$ cat src/design/rsbm_pkg.sv
// ----------------------------------------------------------------------------
// rsbm_pkg
// Shared types, constants and helpers for the RGB to spectrum basis mixer.
// ----------------------------------------------------------------------------
package rsbm_pkg;

	// Number of wavelength samples held per basis spectrum
	localparam int NUM_SAMPLES = 128;
	localparam int NUM_BASES   = 7;

	// Field widths fixed by the interface
	localparam int IDX_W    = 7;
	localparam int Q15_W    = 16;
	localparam int SAMPLE_W = 20;
	localparam int PROD_W   = 17;

	// Address width of one basis RAM, and the width used for range checks
	localparam int ADDR_W = (NUM_SAMPLES > 1) ? $clog2(NUM_SAMPLES) : 1;
	localparam int CNT_W  = $clog2(NUM_SAMPLES + 1);
	localparam int CMP_W  = (CNT_W > IDX_W) ? CNT_W : IDX_W;
	localparam int EXT_W  = (ADDR_W > IDX_W) ? ADDR_W : IDX_W;

	localparam logic [SAMPLE_W-1:0] SAMPLE_MAX = '1;

	typedef enum logic {
		OP_LOAD    = 1'b0,
		OP_CONVERT = 1'b1
	} op_t;

	typedef enum logic [2:0] {
		BASIS_WHITE   = 3'd0,
		BASIS_RED     = 3'd1,
		BASIS_GREEN   = 3'd2,
		BASIS_BLUE    = 3'd3,
		BASIS_CYAN    = 3'd4,
		BASIS_MAGENTA = 3'd5,
		BASIS_YELLOW  = 3'd6
	} basis_t;

	typedef logic [Q15_W-1:0]  q15_t;
	typedef logic [ADDR_W-1:0] addr_t;
	typedef q15_t [NUM_BASES-1:0] basis_vec_t;

	// Input word
	typedef struct packed {
		op_t                 op;
		logic [2:0]          basis_select;
		logic [IDX_W-1:0]    sample_index;
		q15_t                basis_value;
		q15_t                red;
		q15_t                green;
		q15_t                blue;
		logic [SAMPLE_W-1:0] prior_sample;
	} in_item_t;

	// Output word
	typedef struct packed {
		logic [SAMPLE_W-1:0] sample_out;
		logic [IDX_W-1:0]    out_index;
		logic                saturated;
	} out_item_t;

	// Product stage contents handed from the mixer to the accumulator
	typedef struct packed {
		logic [PROD_W-1:0]   prod_white;
		logic [PROD_W-1:0]   prod_sec;
		logic [PROD_W-1:0]   prod_pri;
		logic [SAMPLE_W-1:0] prior;
		logic [IDX_W-1:0]    index;
	} mix_t;

	// Sample index to RAM address
	function automatic addr_t to_addr(input logic [IDX_W-1:0] idx);
		logic [EXT_W-1:0] ext;
		ext = EXT_W'(idx);
		return ext[ADDR_W-1:0];
	endfunction

	// Sample index lies inside the stored spectra
	function automatic logic idx_in_range(input logic [IDX_W-1:0] idx);
		logic [CMP_W-1:0] ext;
		ext = CMP_W'(idx);
		return ext < CMP_W'(NUM_SAMPLES);
	endfunction

endpackage

$ cat src/design/rsbm_basis_ram.sv
// ----------------------------------------------------------------------------
// rsbm_basis_ram
// One basis spectrum: NUM_SAMPLES x 16 bit, one write and one registered read.
// ----------------------------------------------------------------------------
module rsbm_basis_ram (
	input  logic          clk,
	input  logic          we,
	input  rsbm_pkg::addr_t waddr,
	input  rsbm_pkg::q15_t  wdata,
	input  logic          re,
	input  rsbm_pkg::addr_t raddr,
	output rsbm_pkg::q15_t  rdata
);
	import rsbm_pkg::*;

	q15_t mem_q [NUM_SAMPLES];
	q15_t rdata_q;

	// Contents are undefined until written; no reset
	always_ff @(posedge clk) begin
		if (we) begin
			mem_q[waddr] <= wdata;
		end
		if (re) begin
			rdata_q <= mem_q[raddr];
		end
	end

	assign rdata = rdata_q;

endmodule

$ cat config.mk
export PLATFORM = sky130hd
export DESIGN_NAME = rsbm_basis_ram
export DESIGN_NICKNAME = d
export VERILOG_FILES = /design/src/design/rsbm_pkg.sv /design/src/design/rsbm_basis_ram.sv
export SDC_FILE = /design/constraint.sdc
export NUM_CORES = 2
export LEC_CHECK = 0
export CORE_MARGIN = 2
export CORE_UTILIZATION = 57
export CTS_CLUSTER_SIZE = 30
export DETAILED_ROUTE_END_ITERATION = 8
export DONT_BUFFER_PORTS = 1
export PLACE_DENSITY_LB_ADDON = 0.2
export SETUP_SLACK_MARGIN = 0.5
export SLEW_MARGIN = 0
export SYNTH_ARGS = -nofsm -noshare
export SYNTH_HDL_FRONTEND = slang
export SYNTH_SLANG_ARGS = --single-unit
$ cat constraint.sdc
create_clock -name clk -period 3 [get_ports clk]
set_input_delay 0.3 -clock clk [delete_from_list [all_inputs] [get_ports clk]]
set_output_delay 0.3 -clock clk [all_outputs]
set_load 0.01 [all_outputs]
==> metrics.txt <==
status=finished, violations left; failing checks=negative hold slack, max-slew violations, negative setup slack; Port Buffer Count=0; Post-Syn Nets=3119; crit path capture type=register; setup TNS=-33.3 ps; Final Critical Period=3020 ps; CTS Hold Buffers Added=38; worst hold path depth=1; fin area=88500 um2; row cnt=136; Area after DPL=81400 um2; startpoint types=primary input; final hold vios=16; CP Max Fanout=512; commonest non-fill, non-tap cell in the layout=edfxtp_1; H-tree depth=4; most frequent cells in the layout=edfxtp_1 (2064), mux4_2 (672), clkbuf_16 (198); Total GRT Usage=0.272; # clock sinks=2064; pin count of the biggest net entering global routing=513; Final Slew Violations=279; core box area=137000 um2; FF+latch count, synth=2064; DRC viols=0; unique cell type count in the Yosys netlist=16; layout overhead on the synthesized area=12.4%; clock skew after layout=40.0 ps; fin worst setup slack=-24.9 ps; Clock Path Buffers=3; DRT antenna net count=0; Power per Cell Area=662 nW/um2; FF-to-FF path depth=4; Pleak=0.0272 uW; vias per inst=6.69; wire per inst=35.5 um; Die H=376 um; die width=376 um; synthesized cell area=78700 um2; CTS tree=built; first-pass GRT wire length=264000 um; GPL Wtd Cong=0.852; hold_ws=-313 ps; WP data arrival=3620 ps; layout cells sized above 1=0.331; FMAX=0.331 GHz; YS warnings=0; relative slew slack=-0.500; CTS root buffer=clkbuf_16; clk_lat worst skew=850 ps; initial core utilization=0.573; number of setup buffers added after CTS=0; Mapped Cells=3086; clk slew on worst S/H paths=60 ps; Routed WL=187000 um; # IOs=49; Nets=3339; estimated wirelength of the detail-placed design=96100 um; Setup Viol. Count Final=2; worst-margin pin slew=2250 ps; Layout Cells excl Fill=5266; WS Path Type=primary input to register; routed vias=35205; Critical Path RT=3590 ps; final period utilization=1.01; sequential area share after synthesis=0.788; MaxCap Viol Count=0; total gr overflow=0; Worst VDD drop=0.511 mV; syn avg cell area=25.5 um2; placed insts=4862; TritonRoute pass-1 iters=7; initial antenna violation count=10; Die Area=141000 um2; vias in the first global route=35579; cts bufs inserted=198; HP Class=primary input to register; DRT iter0 DRCs=4767; unrepaired setup endpoints after global routing=yes; Filler Cell Count=8597
## power by group
group	internal [uW]	switching (uW)	total, uW	leakage (uW)
clock network	13600	10600	24200	0.00306
logic	1190	1150	2340	0.00560
registers	31900	135	32000	0.0186
## cells by family (layout without fill, tap and decap cells)
group / Yosys count / count (layout) / share of synthesized area
buffers and inverters: 164 / 547 / 0.00879
DFF: 2064 / 2064 / 0.788
muxes: 688 / 688 / 0.195
other: 0 / 3 / 0
and+or+nand+nor: 170 / 170 / 0.00886
## flip-flops by register name, indices dropped and copies added, names as in the netlist
signal,flops
rdata,16
mem_q,2048
## layout make-up
cell class | instances | area, um2 | area share
timing repair buffer | 184 | 1780 | 0.0201
sequential | 2064 | 62000 | 0.701
antenna | 3 | 7.51 | 0.0000849
clock inverter | 120 | 1220 | 0.0138
clock buffer | 243 | 5120 | 0.0579
multi-input combinational | 858 | 16100 | 0.182
tap | 1794 | 2240 | 0.0254
## through the flow
step | utilization | total power (uW) | setup WS (ps)
after floorplan | - | 34200 | 364
after global placement | 0.593 | 34300 | 185
after detailed placement | 0.593 | 34300 | 205
after CTS | 0.644 | 58900 | 357
after global routing | 0.644 | 60000 | 354
final | 0.644 | 58600 | -24.9
## cell usage after synthesis
cell	instances	area, um2
or3_1	1	6.26
buf_6	1	11.3
nand2b_1	2	12.5
edfxtp_1	2064	62000
buf_2	52	260
nand3_1	12	60.1
buf_4	1	7.51
mux4_2	672	15100
nand4_1	3	18.8
nand2_1	14	52.6
nor3_1	9	45.0
nor2_1	122	458
buf_1	28	105
mux2_2	16	180
nor2b_1	7	43.8
clkbuf_1	82	308
## path summary, 6_finish.rpt
| path | from | endpoint | slack [ps] |
|---|---|---|---|
| worst max-delay path | raddr[2] | rdata[8] | -20 |
| worst min-delay path | raddr[5] | rdata[0] | -310 |
| worst max register to register | mem_q[45][13] | rdata[13] | 360 |
| worst min register to register | mem_q[76][12] | rdata[12] | 1230 |
## timing repair
item / CTS / global route
gates resized for setup: 2 / 8
hold endpoints to repair: 2242 / 16
setup endpoints to repair: 16 / 16
## worst max-delay path, cell delays in order
cell and delay, ps:
mux4_2 840, mux4_2 530, mux4_2 570, mux2_2 290
## routing by layer
| metal | vias to the layer above | GRT usage | share of wire |
|---|---|---|---|
| met5 | - | 0 | 0.000075 |
| met4 | 2 | 0.0794 | 0.026 |
| met3 | 308 | 0.0871 | 0.13 |
| met2 | 1967 | 0.406 | 0.47 |
| met1 | 18997 | 0.391 | 0.38 |
| li1 | 13931 | - | - |
No activity file was read; power rests on OpenSTA's default activity.
