--- src/design/rsbm_pkg.sv ---
// ----------------------------------------------------------------------------
// rsbm_pkg
// Shared types, constants and helpers for the RGB to spectrum basis mixer.
// ----------------------------------------------------------------------------
package rsbm_pkg;

	// Number of wavelength samples held per basis spectrum
	localparam int NUM_SAMPLES = 128;
	localparam int NUM_BASES   = 7;

	// Field widths fixed by the interface
	localparam int IDX_W    = 7;
	localparam int Q15_W    = 16;
	localparam int SAMPLE_W = 20;
	localparam int PROD_W   = 17;

	// Address width of one basis RAM, and the width used for range checks
	localparam int ADDR_W = (NUM_SAMPLES > 1) ? $clog2(NUM_SAMPLES) : 1;
	localparam int CNT_W  = $clog2(NUM_SAMPLES + 1);
	localparam int CMP_W  = (CNT_W > IDX_W) ? CNT_W : IDX_W;
	localparam int EXT_W  = (ADDR_W > IDX_W) ? ADDR_W : IDX_W;

	localparam logic [SAMPLE_W-1:0] SAMPLE_MAX = '1;

	typedef enum logic {
		OP_LOAD    = 1'b0,
		OP_CONVERT = 1'b1
	} op_t;

	typedef enum logic [2:0] {
		BASIS_WHITE   = 3'd0,
		BASIS_RED     = 3'd1,
		BASIS_GREEN   = 3'd2,
		BASIS_BLUE    = 3'd3,
		BASIS_CYAN    = 3'd4,
		BASIS_MAGENTA = 3'd5,
		BASIS_YELLOW  = 3'd6
	} basis_t;

	typedef logic [Q15_W-1:0]  q15_t;
	typedef logic [ADDR_W-1:0] addr_t;
	typedef q15_t [NUM_BASES-1:0] basis_vec_t;

	// Input word
	typedef struct packed {
		op_t                 op;
		logic [2:0]          basis_select;
		logic [IDX_W-1:0]    sample_index;
		q15_t                basis_value;
		q15_t                red;
		q15_t                green;
		q15_t                blue;
		logic [SAMPLE_W-1:0] prior_sample;
	} in_item_t;

	// Output word
	typedef struct packed {
		logic [SAMPLE_W-1:0] sample_out;
		logic [IDX_W-1:0]    out_index;
		logic                saturated;
	} out_item_t;

	// Product stage contents handed from the mixer to the accumulator
	typedef struct packed {
		logic [PROD_W-1:0]   prod_white;
		logic [PROD_W-1:0]   prod_sec;
		logic [PROD_W-1:0]   prod_pri;
		logic [SAMPLE_W-1:0] prior;
		logic [IDX_W-1:0]    index;
	} mix_t;

	// Sample index to RAM address
	function automatic addr_t to_addr(input logic [IDX_W-1:0] idx);
		logic [EXT_W-1:0] ext;
		ext = EXT_W'(idx);
		return ext[ADDR_W-1:0];
	endfunction

	// Sample index lies inside the stored spectra
	function automatic logic idx_in_range(input logic [IDX_W-1:0] idx);
		logic [CMP_W-1:0] ext;
		ext = CMP_W'(idx);
		return ext < CMP_W'(NUM_SAMPLES);
	endfunction

endpackage

--- src/design/rsbm_accum.sv ---
// ----------------------------------------------------------------------------
// rsbm_accum
// Adds the three products onto the prior sample and saturates to Q5.15.
// ----------------------------------------------------------------------------
module rsbm_accum (
	input  logic                clk,
	input  logic                en,
	input  rsbm_pkg::mix_t      mix,
	output rsbm_pkg::out_item_t result
);
	import rsbm_pkg::*;

	localparam int SUM_W = SAMPLE_W + 1;

	logic [SUM_W-1:0] sum;
	logic             clip;
	out_item_t        result_s3;

	// Max sum is below 2^21, so one extra bit is enough
	assign sum = SUM_W'(mix.prior) + SUM_W'(mix.prod_white)
		+ SUM_W'(mix.prod_sec) + SUM_W'(mix.prod_pri);
	assign clip = sum > SUM_W'(SAMPLE_MAX);

	always_ff @(posedge clk) begin
		if (en) begin
			result_s3.sample_out <= clip ? SAMPLE_MAX : sum[SAMPLE_W-1:0];
			result_s3.out_index  <= mix.index;
			result_s3.saturated  <= clip;
		end
	end

	assign result = result_s3;

endmodule

--- config.mk ---
export PLATFORM = sky130hd
export DESIGN_NAME = rsbm_accum
export DESIGN_NICKNAME = d
export VERILOG_FILES = /design/src/design/rsbm_pkg.sv /design/src/design/rsbm_accum.sv
export SDC_FILE = /design/constraint.sdc
export NUM_CORES = 1
export LEC_CHECK = 0
export BUFFER_PORTS_ARGS = -buffer_cell sky130_fd_sc_hd__buf_4
export CAP_MARGIN = 20
export CORE_MARGIN = 3
export CORE_UTILIZATION = 45
export CTS_CLUSTER_DIAMETER = 50
export DETAILED_ROUTE_END_ITERATION = 8
export PLACE_DENSITY = 0.74
export SYNTH_ARGS = -nofsm -noshare
export SYNTH_HDL_FRONTEND = slang
export SYNTH_SLANG_ARGS = --single-unit
--- constraint.sdc ---
create_clock -name clk -period 4.2 [get_ports clk]
set_input_delay 0.42 -clock clk [delete_from_list [all_inputs] [get_ports clk]]
set_output_delay 0.42 -clock clk [all_outputs]
set_load 0.005 [all_outputs]
==> flow_summary.ini <==
[outcome]
outcome = finished, final reports clean

[clock_network]
cts-hold-fix-buffers = 0
cts_max_level = 1
cts.path.max_buffers = 2
cts_setup_buffers = 0
cts_buffers = 3
ctsResizeCount = 0
clock-sinks = 28
root_buffer = clkbuf_8
cts.clk_slew.worst_paths_ns = 0.08
cts_tree = built

[power_and_ir_drop]
peakVddDrop_mv = 0.314
clkPwrFrac_pct = 8.5
powerDensity_nw_per_um2 = 410
switchingPower_w = 0.000613
pwr-share-seq_pct = 28.9
p_int_w = 0.000987
combPwrFrac_pct = 62.6
leakage_nw = 2.07
sw_frac_of_total_pct = 38.3

[routing]
routed_wl_mm = 5.76
vias = 2396
wl_per_cell_um = 11.6
ant_nets = 0
dr.first_iter.drc_count = 91
dr.pass1.iters = 4
route.detailed.drc = 0
routed_via_density = 4.81

[global_route]
grt_max_degree = 29
grt_pass1_wl_mm = 9.47
grt_use_total_pct = 15.0
antenna_found_initial = 0
grt_pass1_vias = 2325
overflow = 0

[die]
core-area_um2 = 6390
io_pins = 108
row_count = 29
die_x_um = 87.3
die-area_um2 = 7630
dieHeight_um = 87.3
initial_core_util_pct = 46.6

[timing]
finalSetupTns_ns = 0
rsz0062_at_grt = no
finalMaxSlewViolations = 0
fin_crit_sh_pct = 84.2
worst_pin_slew_ns = 0.492
fmax_mhz = 283
setup_slack_ns = 0.663
relSlewSlack_pct = 66.8
finalSetupViolations = 0
whs_ns = 0.327
hold_viol_final = 0
period_minus_slack_ns = 3.54

[placed_design]
globalplace.congestion = 0.814
dp_hpwl_mm = 5.12
post_dp_cell_area_um2 = 3860
pre_cts_ws_ns = 0.377
numPortBuffers = 107

[min_path]
hold_path_startpoint = mix[2]
hp-class = in -> reg

[synth]
synthTopCellsByArea = edfxtp_1 28%, fa_1 23%, inv_1 12%
ys_top_cells_by_count = 98 x inv_1, 34 x fa_1, 28 x edfxtp_1
synth.top_cell.area_share_pct = 28.2
synth.net_count = 448
yosysMostFrequentCell = inv_1
ys_ff_latch = 28
ys_types = 47
synth_top_area_cell = edfxtp_1
synthCells = 314
synthFlopType = edfxtp_1
ys_warn_count = 0
syn_area_per_cell_um2 = 9.48
synth-seq-area-share_pct = 28.2
synth_area_um2 = 2980
synth_edf_count = 28
ys_async_sr_fraction_pct = 0

[worst_setup_path]
worstSetupStartpointType = input port
end_kind = flip-flop
criticalPathCategory = in -> reg
cp_max_fo = 5
required_ns = 4.23
arrival_ns = 3.56
cp-startpoint = mix[8]

[layout]
layout.nets = 557
diodes = 0
fin_util_pct = 61.1
areaGrowthSynthToFinish_pct = 31.1
layout-drive-gt1-share_pct = 28.5
largest_reg_flops = 28
final_cell_area_um2 = 3900

[run]
max_cap_viol_count = 0
-- path summary, 6_finish.rpt --
check	endpoint	cells after the start
min	result[3]	1
max	result[27]	13
-- layer usage --
| metal | up-vias | part of all wire (%) | routed length [µm] | global-route usage [%] |
|---|---|---|---|---|
| met5 | - | 0 | 0 | 0 |
| met4 | 0 | 0.63 | 36 | 2.65 |
| met3 | 4 | 7.8 | 452 | 1.89 |
| met2 | 78 | 49 | 2840 | 26.8 |
| met1 | 1103 | 42 | 2430 | 19.4 |
| li1 | 1211 | - | - | - |
-- cell type report --
cell class | count | area (µm²)
fill | 583 | 2480
multi-input combinational | 184 | 1750
sequential | 28 | 841
timing repair buffer | 107 | 803
inverter | 99 | 374
tap | 77 | 96.3
clock buffer | 3 | 41.3
-- power groups by stage --
stage               Clock, W  Sequential, W  Combinational, W
floorplan                  0       0.000479          0.000658
detailed placement         0       0.000470           0.00100
CTS                 0.000141       0.000464           0.00101
finish              0.000137       0.000462           0.00100
global route        0.000152       0.000472           0.00114
global placement           0       0.000467          0.000985
-- cell usage in the layout, fill, tap and decap left out, types with 2 or more instances in the layout --
| master | instances |
|---|---|
| buf_4 | 107 |
| inv_1 | 98 |
| fa_1 | 34 |
| edfxtp_1 | 28 |
| nand2_1 | 23 |
| ha_1 | 20 |
| a21oi_1 | 19 |
| o21ai_0 | 11 |
| nor2_1 | 11 |
| a21o_1 | 8 |
| xnor2_1 | 7 |
| o21a_1 | 4 |
| xor2_1 | 4 |
| o211ai_1 | 3 |
| o21bai_1 | 3 |
| nand3_1 | 3 |
| clkbuf_8 | 3 |
| and2_1 | 2 |
| or2b_1 | 2 |
| nor4b_1 | 2 |
| o31ai_1 | 2 |
| a211oi_1 | 2 |
| nor3_1 | 2 |
-- cell families after synthesis --
family	count (synthesis)	synth area share [%]
AO/OA/AOI/OAI	64	14.8
XOR/XNOR	11	3.24
adder cells (fa/ha/maj)	54	31.3
buffers and inverters	102	13.0
flip-flops	28	28.2
AND/OR/NAND/NOR	55	9.37
-- stage by stage --
step           cells  total power, W
6_report         498         0.00160
5_1_grt          498         0.00176
4_1_cts          498         0.00161
3_5_place_dp     495         0.00147
3_3_place_gp     495         0.00145
2_1_floorplan    314         0.00114
-- critical path: stages --
cell and delay (ns):
buf_4 0.08, inv_1 0.04, fa_1 0.53, inv_1 0.05, fa_1 0.46, ha_1 0.24
fa_1 0.44, a211oi_2 0.25, o211ai_2 0.16, a41oi_2 0.21, o21ai_2 0.12, or3_1 0.35
a31o_1 0.20
No activity file was read; power rests on OpenSTA's default activity.
