==> src/design/rsbm_pkg.sv <==
// ----------------------------------------------------------------------------
// rsbm_pkg
// Shared types, constants and helpers for the RGB to spectrum basis mixer.
// ----------------------------------------------------------------------------
package rsbm_pkg;

	// Number of wavelength samples held per basis spectrum
	localparam int NUM_SAMPLES = 128;
	localparam int NUM_BASES   = 7;

	// Field widths fixed by the interface
	localparam int IDX_W    = 7;
	localparam int Q15_W    = 16;
	localparam int SAMPLE_W = 20;
	localparam int PROD_W   = 17;

	// Address width of one basis RAM, and the width used for range checks
	localparam int ADDR_W = (NUM_SAMPLES > 1) ? $clog2(NUM_SAMPLES) : 1;
	localparam int CNT_W  = $clog2(NUM_SAMPLES + 1);
	localparam int CMP_W  = (CNT_W > IDX_W) ? CNT_W : IDX_W;
	localparam int EXT_W  = (ADDR_W > IDX_W) ? ADDR_W : IDX_W;

	localparam logic [SAMPLE_W-1:0] SAMPLE_MAX = '1;

	typedef enum logic {
		OP_LOAD    = 1'b0,
		OP_CONVERT = 1'b1
	} op_t;

	typedef enum logic [2:0] {
		BASIS_WHITE   = 3'd0,
		BASIS_RED     = 3'd1,
		BASIS_GREEN   = 3'd2,
		BASIS_BLUE    = 3'd3,
		BASIS_CYAN    = 3'd4,
		BASIS_MAGENTA = 3'd5,
		BASIS_YELLOW  = 3'd6
	} basis_t;

	typedef logic [Q15_W-1:0]  q15_t;
	typedef logic [ADDR_W-1:0] addr_t;
	typedef q15_t [NUM_BASES-1:0] basis_vec_t;

	// Input word
	typedef struct packed {
		op_t                 op;
		logic [2:0]          basis_select;
		logic [IDX_W-1:0]    sample_index;
		q15_t                basis_value;
		q15_t                red;
		q15_t                green;
		q15_t                blue;
		logic [SAMPLE_W-1:0] prior_sample;
	} in_item_t;

	// Output word
	typedef struct packed {
		logic [SAMPLE_W-1:0] sample_out;
		logic [IDX_W-1:0]    out_index;
		logic                saturated;
	} out_item_t;

	// Product stage contents handed from the mixer to the accumulator
	typedef struct packed {
		logic [PROD_W-1:0]   prod_white;
		logic [PROD_W-1:0]   prod_sec;
		logic [PROD_W-1:0]   prod_pri;
		logic [SAMPLE_W-1:0] prior;
		logic [IDX_W-1:0]    index;
	} mix_t;

	// Sample index to RAM address
	function automatic addr_t to_addr(input logic [IDX_W-1:0] idx);
		logic [EXT_W-1:0] ext;
		ext = EXT_W'(idx);
		return ext[ADDR_W-1:0];
	endfunction

	// Sample index lies inside the stored spectra
	function automatic logic idx_in_range(input logic [IDX_W-1:0] idx);
		logic [CMP_W-1:0] ext;
		ext = CMP_W'(idx);
		return ext < CMP_W'(NUM_SAMPLES);
	endfunction

endpackage

==> src/design/rsbm_mix.sv <==
// ----------------------------------------------------------------------------
// rsbm_mix
// Sorts the color channels, picks the white, secondary and primary basis
// values and registers the three truncated Q2.15 products.
// ----------------------------------------------------------------------------
module rsbm_mix (
	input  logic                          clk,
	input  logic                          en,
	input  rsbm_pkg::q15_t                red,
	input  rsbm_pkg::q15_t                green,
	input  rsbm_pkg::q15_t                blue,
	input  logic                          in_range,
	input  logic [rsbm_pkg::SAMPLE_W-1:0] prior,
	input  logic [rsbm_pkg::IDX_W-1:0]    index,
	input  rsbm_pkg::basis_vec_t          basis,
	output rsbm_pkg::mix_t                mix
);
	import rsbm_pkg::*;

	mix_t   mix_s2;
	basis_t sec_sel;
	basis_t pri_sel;
	q15_t   coef_white;
	q15_t   coef_sec;
	q15_t   coef_pri;
	q15_t   val_white;
	q15_t   val_sec;
	q15_t   val_pri;
	logic [2*Q15_W-1:0] p_white;
	logic [2*Q15_W-1:0] p_sec;
	logic [2*Q15_W-1:0] p_pri;

	// Minimum channel and sorted differences
	always_comb begin
		if (red <= green && red <= blue) begin
			coef_white = red;
			sec_sel    = BASIS_CYAN;
			if (green <= blue) begin
				coef_sec = green - red;
				pri_sel  = BASIS_BLUE;
				coef_pri = blue - green;
			end else begin
				coef_sec = blue - red;
				pri_sel  = BASIS_GREEN;
				coef_pri = green - blue;
			end
		end else if (green <= red && green <= blue) begin
			coef_white = green;
			sec_sel    = BASIS_MAGENTA;
			if (red <= blue) begin
				coef_sec = red - green;
				pri_sel  = BASIS_BLUE;
				coef_pri = blue - red;
			end else begin
				coef_sec = blue - green;
				pri_sel  = BASIS_RED;
				coef_pri = red - blue;
			end
		end else begin
			coef_white = blue;
			sec_sel    = BASIS_YELLOW;
			if (red <= green) begin
				coef_sec = red - blue;
				pri_sel  = BASIS_GREEN;
				coef_pri = green - red;
			end else begin
				coef_sec = green - blue;
				pri_sel  = BASIS_RED;
				coef_pri = red - green;
			end
		end
	end

	// Basis pick; an index outside the spectra reads as zero
	always_comb begin
		if (in_range) begin
			val_white = basis[BASIS_WHITE];
			val_sec   = basis[sec_sel];
			val_pri   = basis[pri_sel];
		end else begin
			val_white = '0;
			val_sec   = '0;
			val_pri   = '0;
		end
	end

	assign p_white = (2*Q15_W)'(val_white) * (2*Q15_W)'(coef_white);
	assign p_sec   = (2*Q15_W)'(val_sec)   * (2*Q15_W)'(coef_sec);
	assign p_pri   = (2*Q15_W)'(val_pri)   * (2*Q15_W)'(coef_pri);

	// Product register, truncated to Q2.15
	always_ff @(posedge clk) begin
		if (en) begin
			mix_s2.prod_white <= p_white[2*Q15_W-1:Q15_W-1];
			mix_s2.prod_sec   <= p_sec[2*Q15_W-1:Q15_W-1];
			mix_s2.prod_pri   <= p_pri[2*Q15_W-1:Q15_W-1];
			mix_s2.prior      <= prior;
			mix_s2.index      <= index;
		end
	end

	assign mix = mix_s2;

endmodule

==> config.mk <==
export PLATFORM = sky130hd
export DESIGN_NAME = rsbm_mix
export DESIGN_NICKNAME = d
export VERILOG_FILES = /design/src/design/rsbm_pkg.sv /design/src/design/rsbm_mix.sv
export SDC_FILE = /design/constraint.sdc
export NUM_CORES = 2
export LEC_CHECK = 0
export BUFFER_PORTS_ARGS = -buffer_cell sky130_fd_sc_hd__buf_2
export CAP_MARGIN = 15
export CORE_MARGIN = 5
export CORE_UTILIZATION = 45
export CTS_CLUSTER_SIZE = 10
export DETAILED_ROUTE_END_ITERATION = 12
export PLACE_DENSITY_LB_ADDON = 0.2
export SYNTH_ARGS = -nofsm -noshare
export SYNTH_HDL_FRONTEND = slang
export SYNTH_SLANG_ARGS = --single-unit
==> constraint.sdc <==
create_clock -name clk -period 9.54 [get_ports clk]
set_input_delay 0.477 -clock clk [delete_from_list [all_inputs] [get_ports clk]]
set_output_delay 0.477 -clock clk [all_outputs]
set_load 0.02 [all_outputs]
==> summary.md <==
| Metric | Value |
|---|---|
| Dpl ws | `-0.207 ns` |
| DRT Wirelength | `103000 um` |
| Top post-synthesis cells by area | `fa_1 35%, ha_1 15%, inv_1 8.8%` |
| Status | `completed` |
| Seq cells post-synth | `slightly below 80` |
| Largest net degree at the start of global routing | `54` |
| Startpoint types | `primary input` |
| Largest area contributor in the netlist | `fa_1` |
| Nets | `between 5000 and 6000` |
| Final worst slack | `0.340 ns` |
| Routed length per instance | `19.0 um` |
| Sink Count | `between 70 and 80` |
| CTS root buf | `clkbuf_16` |
| First-pass GRT wire length | `166000 um` |
| Final Instance Area | `38400 um^2` |
| Share of cells above drive strength 1 | `14.7%` |
| Die area | `80800 um^2` |
| RSZ-0062 raised after global routing | `false` |
| Chip width | `284 um` |
| Area after DPL | `38000 um^2` |
| Cells after Synth | `between 4000 and 5000` |
| Final Max Slew Viols | `0` |
| Final Setup Violations | `0` |
| Share of the synthesized area in the top cell type | `34.6%` |
| # DRC | `0` |
| Routability cong. | `0.973` |
| Commonest non-fill, non-tap cell in the layout | `inv_1` |
| Largest stage delay, worst path | `0.55 ns` |
| CTS buffer count | `9` |
| Most frequent cells in the layout | `793 x inv_1, 585 x fa_1, 580 x nand2_1` |
| Clk slew on worst S/H paths | `0.07 ns` |
| Sequential-to-total area share from yosys stat | `6.92%` |
| DRT antenna net count | `0` |
| Yosys cell types | `89` |
| Via Count | `28600` |
| Crit Path Class | `in -> reg` |
| Vias in the first global route | `30300` |
| Number of flops mapped to enable cells by yosys | `78` |
| I/O Buffers | `267` |
| Fmax | `0.109 GHz` |
| Initial Utilization | `45.4%` |
| Maxcap violations | `0` |
| Syn avg cell area | `roughly 8.4 um^2` |
| Least-Margin Pin Slew | `0.936 ns` |
| Ports | `268` |
| Final worst path period need | `9.20 ns` |
| Net Count, Synth | `~5200` |
| Min-delay worst type | `in -> reg` |
| FILL cells | `7217` |
| Max stage delay cell, worst path | `fa_1` |
| Area grow syn2layout | `13.4%` |
| CP Max Fanout | `16` |
| DRT Pass-1 Iters | `6` |
| Overall routing resource usage | `25.7%` |
| Max_slew headroom | `37.6%` |
| Final hold violations | `0` |
| CTS tree | `done` |
| Core outline area | `~75000 um^2` |
| Worst Path Required | `~9.7 ns` |
| Hpwl dp | `90100 um` |
| Buf/Inv on CP | `7` |
| Synth Warn # | `0` |
| CP endpoint kind | `flip-flop` |
| Drt initial violations | `1943` |
| H-tree Lvls | `3` |
| Total grt overflow | `0` |
| Drt via density | `5.29` |
| Top delay family on crit path | `adder cells` |
| Max reg flops | `78` |
| Max clock buf depth | `2` |
| Fin crit share | `96.4%` |
| Post-Syn Area | `around 34000 um^2` |
| Async SR Flop Fraction | `0%` |
| Initial antenna violation count | `13` |
| Die height | `284 um` |
| Row count | `100` |
| CP arrival | `between 9 and 10 ns` |
| Top_reg_cell synth | `edfxtp_1` |
| Most frequent CP cell | `fa_1` |
| Worst Hold Margin | `between 0.2 and 0.3 ns` |
-- repair_timing --
item / CTS / global route
gates resized for setup: 0 / 26
hold buffers: 0 / 0
setup endpoints to repair: 0 / 12
buffers inserted: 0 / 2
-- synthesized netlist by cell type, types with 10 or more instances --
| master | count |
|---|---|
| inv_1 | 794 |
| fa_1 | 585 |
| nand2_1 | 581 |
| ha_1 | 397 |
| nor2_1 | 330 |
| a21oi_1 | 175 |
| and2_1 | 118 |
| clkbuf_1 | 111 |
| o21ai_0 | 82 |
| xnor2_1 | 81 |
| edfxtp_1 | 78 |
| a21o_1 | 76 |
| xor2_1 | 54 |
| mux2i_1 | 51 |
| nand2b_1 | 40 |
| nor2b_1 | 38 |
| nor3_1 | 37 |
| buf_2 | 34 |
| nand3_1 | 31 |
| o21ai_1 | 27 |
| a31oi_1 | 26 |
| o21a_1 | 26 |
| nand4_1 | 19 |
| a211oi_1 | 18 |
| o21bai_1 | 18 |
| a21boi_0 | 17 |
| nor4_1 | 16 |
| buf_1 | 15 |
| and3_1 | 12 |
| o221ai_1 | 12 |
| or2_2 | 12 |
| o21ai_2 | 10 |
| or3_1 | 10 |
-- metrics by stage --
step	setup TNS, ns	std cells	util (%)
finish	0	5414	51.5
global route	0	5407	51.5
CTS	0	5405	51.3
detailed placement	-0.688	5389	50.9
global placement	-0.0467	5389	50.9
floorplan	0	4049	-
-- cell type report --
class                      instances  area [um^2]  share of cell area (%)
timing repair buffer             547         3640                    9.48
clock buffer                      10          229                   0.596
clock inverter                     6         70.1                   0.182
tap                              969         1210                    3.16
antenna                            7         17.5                  0.0456
inverter                         796         2990                    7.78
sequential                        78         2340                    6.10
multi-input combinational       3001        27900                    72.7
-- routing by layer --
metal	track usage (%)	wire, um	vias up
met1	33.3	42700	14000
met4	7.98	3570	12
met3	4.29	7040	193
met5	0	61	-
met2	44.3	49500	970
li1	-	-	13400
-- cell families (layout without fill, tap and decap cells) --
family | Yosys count | after routing | share of synthesized area [%]
AOI/OAI and AO/OA | 564 | 564 | 11.0
DFF | 78 | 78 | 6.92
adders and majority gates | 982 | 982 | 49.3
and+or+nand+nor | 1266 | 1266 | 16.6
xor gates and xnor gates | 135 | 135 | 3.49
buffers and inverters | 970 | 1359 | 11.1
other | 0 | 7 | 0
muxes | 54 | 54 | 1.61
-- path summary, 6_finish.rpt --
kind | from | to | slack (ns) | cells after the start
hold / removal | index[0] | mix[0] | 0.27 | 1
setup / recovery | green[11] | mix[43] | 0.34 | 36
Power is left out: the tool's default activity adds up to more than one toggle a clock period on the data nets, which glitch-free logic cannot reach.
